$ cat config.mk
export PLATFORM = sky130hd
export DESIGN_NAME = integer_to_radix_ascii
export DESIGN_NICKNAME = d
export VERILOG_FILES = /design/src/hw/rtl/ira_pkg.sv /design/src/hw/rtl/integer_to_radix_ascii.sv /design/src/hw/rtl/ira_ctrl.sv /design/src/hw/rtl/ira_dpath.sv
export SDC_FILE = /design/constraint.sdc
export NUM_CORES = 1
export LEC_CHECK = 0
export BUFFER_PORTS_ARGS = -buffer_cell sky130_fd_sc_hd__buf_2
export CAP_MARGIN = 20
export CORE_MARGIN = 2
export CORE_UTILIZATION = 45
export DETAILED_ROUTE_END_ITERATION = 8
export GPL_TIMING_DRIVEN = 0
export HOLD_SLACK_MARGIN = 0.1
export PLACE_DENSITY_LB_ADDON = 0.1
export SLEW_MARGIN = 20
export SYNTH_ARGS = -nofsm -noshare
export SYNTH_HDL_FRONTEND = slang
export SYNTH_SLANG_ARGS = --single-unit
$ cat constraint.sdc
create_clock -name clk_i -period 18.4 [get_ports clk_i]
set_input_delay 3.68 -clock clk_i [delete_from_list [all_inputs] [get_ports clk_i]]
set_output_delay 3.68 -clock clk_i [all_outputs]
set_load 0.02 [all_outputs]
$ cat src/hw/rtl/ira_pkg.sv
// ira_pkg: types, constants and helper functions of the radix-to-ascii converter
// no dependencies; imported by every module under hw/rtl

package ira_pkg;

  // width of the signed input value
  localparam int unsigned VALUE_WIDTH = 32;
  localparam int unsigned RADIX_WIDTH = 6;
  localparam int unsigned CHAR_WIDTH  = 8;

  localparam logic [RADIX_WIDTH-1:0] RADIX_MIN = RADIX_WIDTH'(2);
  localparam logic [RADIX_WIDTH-1:0] RADIX_MAX = RADIX_WIDTH'(36);

  localparam logic [CHAR_WIDTH-1:0] CHAR_ZERO    = 8'h30;
  localparam logic [CHAR_WIDTH-1:0] CHAR_MINUS   = 8'h2d;
  localparam logic [CHAR_WIDTH-1:0] CHAR_LOWER_A = 8'h61;
  localparam logic [RADIX_WIDTH-1:0] DEC_DIGITS  = RADIX_WIDTH'(10);

  // the divider consumes one byte of the dividend per cycle
  localparam int unsigned CHUNK      = 8;
  localparam int unsigned NCHUNK     = (VALUE_WIDTH + CHUNK - 1) / CHUNK;
  localparam int unsigned PAD_WIDTH  = NCHUNK * CHUNK;
  localparam int unsigned CIDX_WIDTH = (NCHUNK > 1) ? $clog2(NCHUNK) : 1;

  // digit stack: at most one digit per value bit (base 2)
  localparam int unsigned MAX_DIGITS = VALUE_WIDTH;
  localparam int unsigned SIDX_WIDTH = $clog2(MAX_DIGITS);
  localparam int unsigned SP_WIDTH   = $clog2(MAX_DIGITS + 1);

  typedef struct packed {
    logic signed [VALUE_WIDTH-1:0] value;
    logic        [RADIX_WIDTH-1:0] radix;
  } ira_in_t;

  typedef struct packed {
    logic [CHAR_WIDTH-1:0] out_char;
    logic                  last;
  } ira_out_t;

  // controller to datapath
  typedef struct packed {
    logic load;
    logic div_step;
    logic emit_sign;
    logic emit_digit;
  } ira_cmd_t;

  // datapath to controller
  typedef struct packed {
    logic chunk_last;
    logic quot_zero;
    logic neg;
    logic last_digit;
  } ira_sts_t;

  // index of the highest nonzero byte, zero when the word is zero
  function automatic logic [CIDX_WIDTH-1:0] top_chunk(logic [PAD_WIDTH-1:0] m);
    logic [CIDX_WIDTH-1:0] t;
    t = '0;
    for (int k = 0; k < NCHUNK; k++) begin
      if (m[k*CHUNK +: CHUNK] != '0) t = CIDX_WIDTH'(k);
    end
    return t;
  endfunction

  function automatic logic [CHAR_WIDTH-1:0] digit_char(logic [RADIX_WIDTH-1:0] d);
    logic [CHAR_WIDTH-1:0] c;
    if (d < DEC_DIGITS) begin
      c = CHAR_ZERO + CHAR_WIDTH'(d);
    end else begin
      c = CHAR_LOWER_A + CHAR_WIDTH'(d - DEC_DIGITS);
    end
    return c;
  endfunction

endpackage

$ cat src/hw/rtl/integer_to_radix_ascii.sv
// integer_to_radix_ascii: top level over ira_pkg, ira_ctrl and ira_dpath, base 2..36 text
// sequence: load at accept, then per digit one pass down from the highest nonzero byte
//   of the running quotient to byte zero, then the characters ('-' then msd first)
// one beat in flight: busy stays high until the last character of a beat is issued
// results come out on consecutive cycles, one per strobe; the receiver cannot stall
// reset: async active low, clears the state machine, digit count and strobe

module integer_to_radix_ascii
  import ira_pkg::*;
(
  input  logic     clk_i,
  input  logic     rst_ni,
  // command side: a beat is taken when start is high and busy is low
  input  logic     start,
  output logic     busy,
  input  ira_in_t  item_i,
  // result side: one character per strobe, last marks the end of the string
  output logic     strobe_o,
  output ira_out_t result_o
);

  ira_cmd_t cmd;
  ira_sts_t sts;

  // controller: idle -> divide (one byte per cycle) -> optional sign -> emit
  ira_ctrl u_ctrl (
    .clk_i  (clk_i),
    .rst_ni (rst_ni),
    .start  (start),
    .busy   (busy),
    .sts_i  (sts),
    .cmd_o  (cmd)
  );

  // datapath: magnitude register divided in place, remainders pushed on a
  // digit stack and popped in reverse order into the output register
  ira_dpath u_dpath (
    .clk_i    (clk_i),
    .rst_ni   (rst_ni),
    .item_i   (item_i),
    .cmd_i    (cmd),
    .sts_o    (sts),
    .strobe_o (strobe_o),
    .result_o (result_o)
  );

endmodule

$ cat src/hw/rtl/ira_ctrl.sv
// ira_ctrl: sequencing state machine of the radix-to-ascii converter
// depends on ira_pkg; drives ira_dpath through ira_cmd_t / ira_sts_t

module ira_ctrl
  import ira_pkg::*;
(
  input  logic     clk_i,
  input  logic     rst_ni,
  input  logic     start,
  output logic     busy,
  input  ira_sts_t sts_i,
  output ira_cmd_t cmd_o
);

  typedef enum logic [3:0] {
    S_IDLE = 4'b0001,
    S_DIV  = 4'b0010,
    S_SIGN = 4'b0100,
    S_EMIT = 4'b1000
  } ira_state_e;

  ira_state_e state_q, state_d;

  always_comb begin
    state_d = state_q;
    cmd_o   = '0;
    unique case (state_q)
      S_IDLE: begin
        if (start) begin
          cmd_o.load = 1'b1;
          state_d    = S_DIV;
        end
      end
      S_DIV: begin
        cmd_o.div_step = 1'b1;
        // digit finished and nothing left to divide
        if (sts_i.chunk_last && sts_i.quot_zero) begin
          state_d = sts_i.neg ? S_SIGN : S_EMIT;
        end
      end
      S_SIGN: begin
        cmd_o.emit_sign = 1'b1;
        state_d         = S_EMIT;
      end
      S_EMIT: begin
        cmd_o.emit_digit = 1'b1;
        if (sts_i.last_digit) state_d = S_IDLE;
      end
      default: begin
        state_d = S_IDLE;
      end
    endcase
  end

  always_ff @(posedge clk_i or negedge rst_ni) begin
    if (!rst_ni) begin
      state_q <= S_IDLE;
    end else begin
      state_q <= state_d;
    end
  end

  assign busy = (state_q != S_IDLE);

endmodule

$ cat src/hw/rtl/ira_dpath.sv
// ira_dpath: byte-serial divider, digit stack and output register
// depends on ira_pkg; controlled by ira_ctrl

module ira_dpath
  import ira_pkg::*;
(
  input  logic     clk_i,
  input  logic     rst_ni,
  input  ira_in_t  item_i,
  input  ira_cmd_t cmd_i,
  output ira_sts_t sts_o,
  output logic     strobe_o,
  output ira_out_t result_o
);

  logic [PAD_WIDTH-1:0]   mag_q, mag_d, mag_next;
  logic [RADIX_WIDTH-1:0] rem_q, rem_d, rem_w;
  logic [RADIX_WIDTH-1:0] base_q, base_d;
  logic                   neg_q, neg_d;
  logic [CIDX_WIDTH-1:0]  idx_q, idx_d;
  logic [SP_WIDTH-1:0]    sp_q, sp_d, sp_m1;
  logic [RADIX_WIDTH-1:0] stack_q [MAX_DIGITS];
  logic                   strobe_q, strobe_d;
  ira_out_t               res_q, res_d;

  logic [VALUE_WIDTH-1:0] v_in, v_mag;
  logic [RADIX_WIDTH-1:0] radix_sat;
  logic [CHUNK-1:0]       chunk, qbits;
  logic [RADIX_WIDTH:0]   trial;

  // magnitude and clamped base of a new beat
  assign v_in  = item_i.value;
  assign v_mag = v_in[VALUE_WIDTH-1] ? (~v_in + VALUE_WIDTH'(1)) : v_in;

  always_comb begin
    if (item_i.radix < RADIX_MIN) begin
      radix_sat = RADIX_MIN;
    end else if (item_i.radix > RADIX_MAX) begin
      radix_sat = RADIX_MAX;
    end else begin
      radix_sat = item_i.radix;
    end
  end

  // eight restoring division steps on the selected byte
  assign chunk = mag_q[idx_q*CHUNK +: CHUNK];

  always_comb begin
    rem_w = rem_q;
    trial = '0;
    qbits = '0;
    for (int b = CHUNK - 1; b >= 0; b--) begin
      trial = {rem_w, chunk[b]};
      if (trial >= {1'b0, base_q}) begin
        trial    = trial - {1'b0, base_q};
        qbits[b] = 1'b1;
      end
      rem_w = trial[RADIX_WIDTH-1:0];
    end
  end

  always_comb begin
    mag_next = mag_q;
    mag_next[idx_q*CHUNK +: CHUNK] = qbits;
  end

  assign sp_m1 = sp_q - SP_WIDTH'(1);

  always_comb begin
    mag_d    = mag_q;
    rem_d    = rem_q;
    base_d   = base_q;
    neg_d    = neg_q;
    idx_d    = idx_q;
    sp_d     = sp_q;
    strobe_d = 1'b0;
    res_d    = res_q;
    if (cmd_i.load) begin
      mag_d  = PAD_WIDTH'(v_mag);
      rem_d  = '0;
      base_d = radix_sat;
      neg_d  = v_in[VALUE_WIDTH-1];
      idx_d  = top_chunk(PAD_WIDTH'(v_mag));
      sp_d   = '0;
    end
    if (cmd_i.div_step) begin
      mag_d = mag_next;
      if (idx_q == '0) begin
        // digit done: restart from the top byte of the quotient
        rem_d = '0;
        idx_d = top_chunk(mag_next);
        sp_d  = sp_q + SP_WIDTH'(1);
      end else begin
        rem_d = rem_w;
        idx_d = idx_q - CIDX_WIDTH'(1);
      end
    end
    if (cmd_i.emit_sign) begin
      strobe_d       = 1'b1;
      res_d.out_char = CHAR_MINUS;
      res_d.last     = 1'b0;
    end
    if (cmd_i.emit_digit) begin
      strobe_d       = 1'b1;
      res_d.out_char = digit_char(stack_q[sp_m1[SIDX_WIDTH-1:0]]);
      res_d.last     = (sp_q == SP_WIDTH'(1));
      sp_d           = sp_m1;
    end
  end

  always_ff @(posedge clk_i or negedge rst_ni) begin
    if (!rst_ni) begin
      sp_q     <= '0;
      strobe_q <= 1'b0;
    end else begin
      sp_q     <= sp_d;
      strobe_q <= strobe_d;
    end
  end

  always_ff @(posedge clk_i) begin
    mag_q  <= mag_d;
    rem_q  <= rem_d;
    base_q <= base_d;
    neg_q  <= neg_d;
    idx_q  <= idx_d;
    res_q  <= res_d;
    if (cmd_i.div_step && (idx_q == '0)) begin
      stack_q[sp_q[SIDX_WIDTH-1:0]] <= rem_w;
    end
  end

  assign sts_o.chunk_last = (idx_q == '0);
  assign sts_o.quot_zero  = (mag_next == '0);
  assign sts_o.neg        = neg_q;
  assign sts_o.last_digit = (sp_q == SP_WIDTH'(1));

  assign strobe_o = strobe_q;
  assign result_o = res_q;

endmodule

==> implementation parameters <==
Parameter                              Value

Global routing
  Global-route wire length before repair    58530 um
  Most used routing layer    met2
  Maximum number of pins on one net before global-route repair    34
  GRT met1 Usage    31.50%
  Vias in the first global route    9830
  Global routing met3 resource utilization    2.759%
  Number of antenna violations at the first check in global routing    0
  Met2 Resource Use GR    36.94%
  GRT Total Usage    22.64%
  Total global routing overflow    0

Detailed routing
  Detail-routed via count per cell    5.884
  Number of DRC markers in iteration 0    769
  Detailed-route wire length per cell    22.60 um
  First drt pass iteration count    5
  Total detailed-routing wirelength    38860 um
  Count of nets left with antenna violations after detail routing    0
  Number of remaining DRC errors    0
  Total number of vias    10110

Clock tree
  Worst-case clock buffer depth    3
  Number of buffers added by the clock tree synthesis step    29
  Root buf cell    sky130_fd_sc_hd__clkbuf_16
  Clk_lat worst skew    570 ps
  TritonCTS sink count    259
  Total of hold buffers inserted after clock tree synthesis    0
  Clock transition at the register clock pins on the worst setup and hold paths after CTS    60 ps
  CTS H-Tree Depth    1
  Clock tree from TritonCTS    yes

Hold path
  Number of instances on the worst hold path    1
  Hold/Removal Path Class    reg2reg

Timing
  Final slew viol count    0
  Transition at the pin with the smallest max-transition slack    986.9 ps
  Final hold violation count    0
  Period Utilization, post-route    95.34%
  Achievable frequency    57.00 MHz
  Clock tree skew after final layout    20.84 ps
  Worst slew slack as a fraction of its limit    32.32%
  Final-report setup violation count    0
  Min Clock Period, post-route    17540 ps

Synthesis
  Post-synthesis share of cell area spent on and, or, nand and nor gates    9.360%
  Warnings from Yosys    0
  Ys flop type    sky130_fd_sc_hd__edfxtp_1
  Cell count after synthesis    1121
  Sequential-to-total area share from yosys stat    52.01%
  Number of unique standard cell types used by synthesis    84
  Average footprint of a synthesized cell    13.25 um2
  Xor/xnor cell area share of the yosys netlist    3.951%
  Async set or reset register ratio after synthesis    4.247%
  EDFF count, synth    248
  Mux share of post-synthesis cell area    13.47%
  Post-synthesis adder-cell area fraction    6.639%
  Post-synth design cell area    0.01485 mm2
  Synthesized-area fraction occupied by ao, oa, aoi and oai cells    12.16%
  Combinational family with the most area after synthesis    multiplexers
  Net count after synthesis    1236
  Flip-flop and latch count after synthesis    259

Critical path
  Cell with the biggest individual delay on the critical path    sky130_fd_sc_hd__mux4_2
  Capturing element type of the critical path    flip-flop
  Data required time of the worst path    18710 ps
  Startpoint class of the critical path    flip-flop
  R2R depth    80
  Worst Setup Path Type    reg2reg
  Most frequent cell on the critical path    sky130_fd_sc_hd__a21o_1
  Top fanout value on the critical path    16
  Worst endpoint data arrival time    17850 ps
  Worst stage delay on the critical path    540 ps

Die
  Area of the die    0.03447 mm2
  Effective utilization at floorplan    45.65%
  Die H    185.7 um
  Die outline width    185.7 um
  Site Rows    66
  Top-level I/O count    52
  Core footprint    0.03254 mm2

Final layout
  Number of fill cells in the layout    2823
  Final net count    1371
  Synthesis-to-finish area growth    17.00%
  Antenna diodes    0
  Post-route insts no fill    1719
  Most common cell after layout, fill and taps aside    sky130_fd_sc_hd__edfxtp_1
  Highest-count cells in the layout ignoring fill and taps    248 x sky130_fd_sc_hd__edfxtp_1, 73 x sky130_fd_sc_hd__nor2_1, 64 x sky130_fd_sc_hd__mux4_2
  Proportion of layout cells with a drive suffix above 1    24.28%
  Final instance area    0.01738 mm2

Run
  Max-cap viol count    0

Placement
  Number of instances in the placed design    1616
  Final HPWL DP    26730 um
  Final GP Congestion    0.8836
  Post-detailed-placement cell area    0.01573 mm2
  I/O Buffers    51

Run status
  Outcome    finished clean
==> worst max-delay path: cells and delay by family, from the launching register on <==
| family | cells | cell delay (ps) |
|---|---|---|
| AO/OA/AOI/OAI | 35 | 7560 |
| multiplexers | 10 | 3230 |
| AND/OR/NAND/NOR | 15 | 2660 |
| adder cells (fa/ha/maj) | 8 | 1890 |
| buffers and inverters | 12 | 1450 |
| flip-flops | 1 | 410 |
==> state kept, by name, indices dropped and copies added (netlist names) <==
signal	cells
u_dpath.strobe_o	1
u_dpath.base_q	6
u_dpath.sp_q	6
u_dpath.rem_q	6
u_dpath.result_o	9
u_dpath.idx_q	2
u_ctrl.state_q	4
u_dpath.stack_q	192
u_dpath.mag_q	32
u_dpath.neg_q	1
==> cell usage after synthesis (5+ instances only) <==
library cell,count,share of area (%)
sky130_fd_sc_hd__xor2_1,37,2.2
sky130_fd_sc_hd__nor2_1,74,1.9
sky130_fd_sc_hd__nor4_1,9,0.38
sky130_fd_sc_hd__nand3b_1,5,0.25
sky130_fd_sc_hd__o21ai_0,45,1.5
sky130_fd_sc_hd__buf_2,5,0.17
sky130_fd_sc_hd__clkbuf_1,32,0.81
sky130_fd_sc_hd__a221oi_1,26,1.5
sky130_fd_sc_hd__nand3_1,9,0.30
sky130_fd_sc_hd__or4_1,7,0.35
sky130_fd_sc_hd__mux2i_1,18,1.2
sky130_fd_sc_hd__a31oi_1,5,0.21
sky130_fd_sc_hd__a21o_1,24,1.2
sky130_fd_sc_hd__o211ai_1,6,0.30
sky130_fd_sc_hd__fa_1,8,1.1
sky130_fd_sc_hd__mux2_4,8,0.81
sky130_fd_sc_hd__mux2_2,21,1.6
sky130_fd_sc_hd__nor3_1,12,0.40
sky130_fd_sc_hd__o31a_1,6,0.35
sky130_fd_sc_hd__a21oi_1,59,2.0
sky130_fd_sc_hd__xnor2_1,30,1.8
sky130_fd_sc_hd__edfxtp_1,248,50
sky130_fd_sc_hd__and3_1,11,0.46
sky130_fd_sc_hd__a211oi_1,6,0.30
sky130_fd_sc_hd__inv_1,42,1.1
sky130_fd_sc_hd__a31o_2,5,0.29
sky130_fd_sc_hd__dfrtp_1,10,1.7
sky130_fd_sc_hd__nand4_1,6,0.25
sky130_fd_sc_hd__mux4_2,64,9.7
sky130_fd_sc_hd__ha_1,66,5.6
sky130_fd_sc_hd__nand2b_1,11,0.46
sky130_fd_sc_hd__o21a_1,10,0.51
sky130_fd_sc_hd__nand2_1,60,1.5
sky130_fd_sc_hd__or3_1,16,0.67
sky130_fd_sc_hd__o31ai_1,9,0.45
sky130_fd_sc_hd__nor2b_1,21,0.88
==> path summary, 6_finish.rpt <==
| path | start | endpoint | slack [ps] |
|---|---|---|---|
| worst min-delay path | u_dpath.neg_q$_DFFE_PP_ | u_ctrl.state_q[2]$_DFFE_PN0P_ | 520 |
| worst min register to register | u_dpath.neg_q$_DFFE_PP_ | u_ctrl.state_q[2]$_DFFE_PN0P_ | 520 |
| worst max-delay path | u_dpath.idx_q[0]$_DFFE_PP_ | u_dpath.stack_q[12][1]$_DFFE_PP_ | 860 |
| min in group asynchronous | rst_ni | u_ctrl.state_q[2]$_DFFE_PN0P_ | 2970 |
| worst max register to register | u_dpath.idx_q[0]$_DFFE_PP_ | u_dpath.stack_q[12][1]$_DFFE_PP_ | 860 |
| max in group asynchronous | rst_ni | u_ctrl.state_q[0]$_DFFE_PN1P_ | 15160 |
==> cell type report <==
class / count / area (um2) / share of cell area [%]
Timing Repair Buffer: 100 / 726.9 / 4.183
Inverter: 45 / 183.9 / 1.058
Buffer: 42 / 201.4 / 1.159
Clock buffer: 36 / 752.0 / 4.327
Sequential cell: 259 / 7724 / 44.45
Clock inverter: 16 / 130.1 / 0.7488
Tap cell: 442 / 553.0 / 3.183
Multi-Input combinational cell: 779 / 7106 / 40.89
==> kinds of logic after synthesis <==
family,after synthesis
simple gates,269
flops,259
compound gates,252
xor+xnor,67
fa+ha+maj,74
buf+inv,88
mux,112
==> what timing repair did <==
item                       in CTS  in global routing
pin swaps                       2                 16
resized for setup              16                 44
gates cloned                    4                  2
setup buffers                   5                 41
setup endpoints to repair     207                207
==> layer usage <==
metal  wire, um  share of wire (%)  up-vias
met1      16910                 44     5004
met3       2048                5.3       74
met4       1559                4.0        0
li1           -                  -     4708
met5          0                  0        -
met2      18340                 47      328
==> stage by stage <==
step / utilization, % / setup slack [ps] / setup TNS, ps / hold WS [ps]
2_1_floorplan: - / 316.7 / 0 / 478.8
3_3_place_gp: 48.14 / -2303 / -263970 / 516.6
3_5_place_dp: 48.35 / -1680 / -261100 / 517.1
4_1_cts: 51.51 / 34.18 / 0 / 531.7
5_1_grt: 53.41 / -45.41 / -2338 / 557.8
6_report: 53.41 / 856.7 / 0 / 524.2
Power is not shown: default switching activity piles up to over one toggle a cycle in this logic, so the estimate is an artifact.
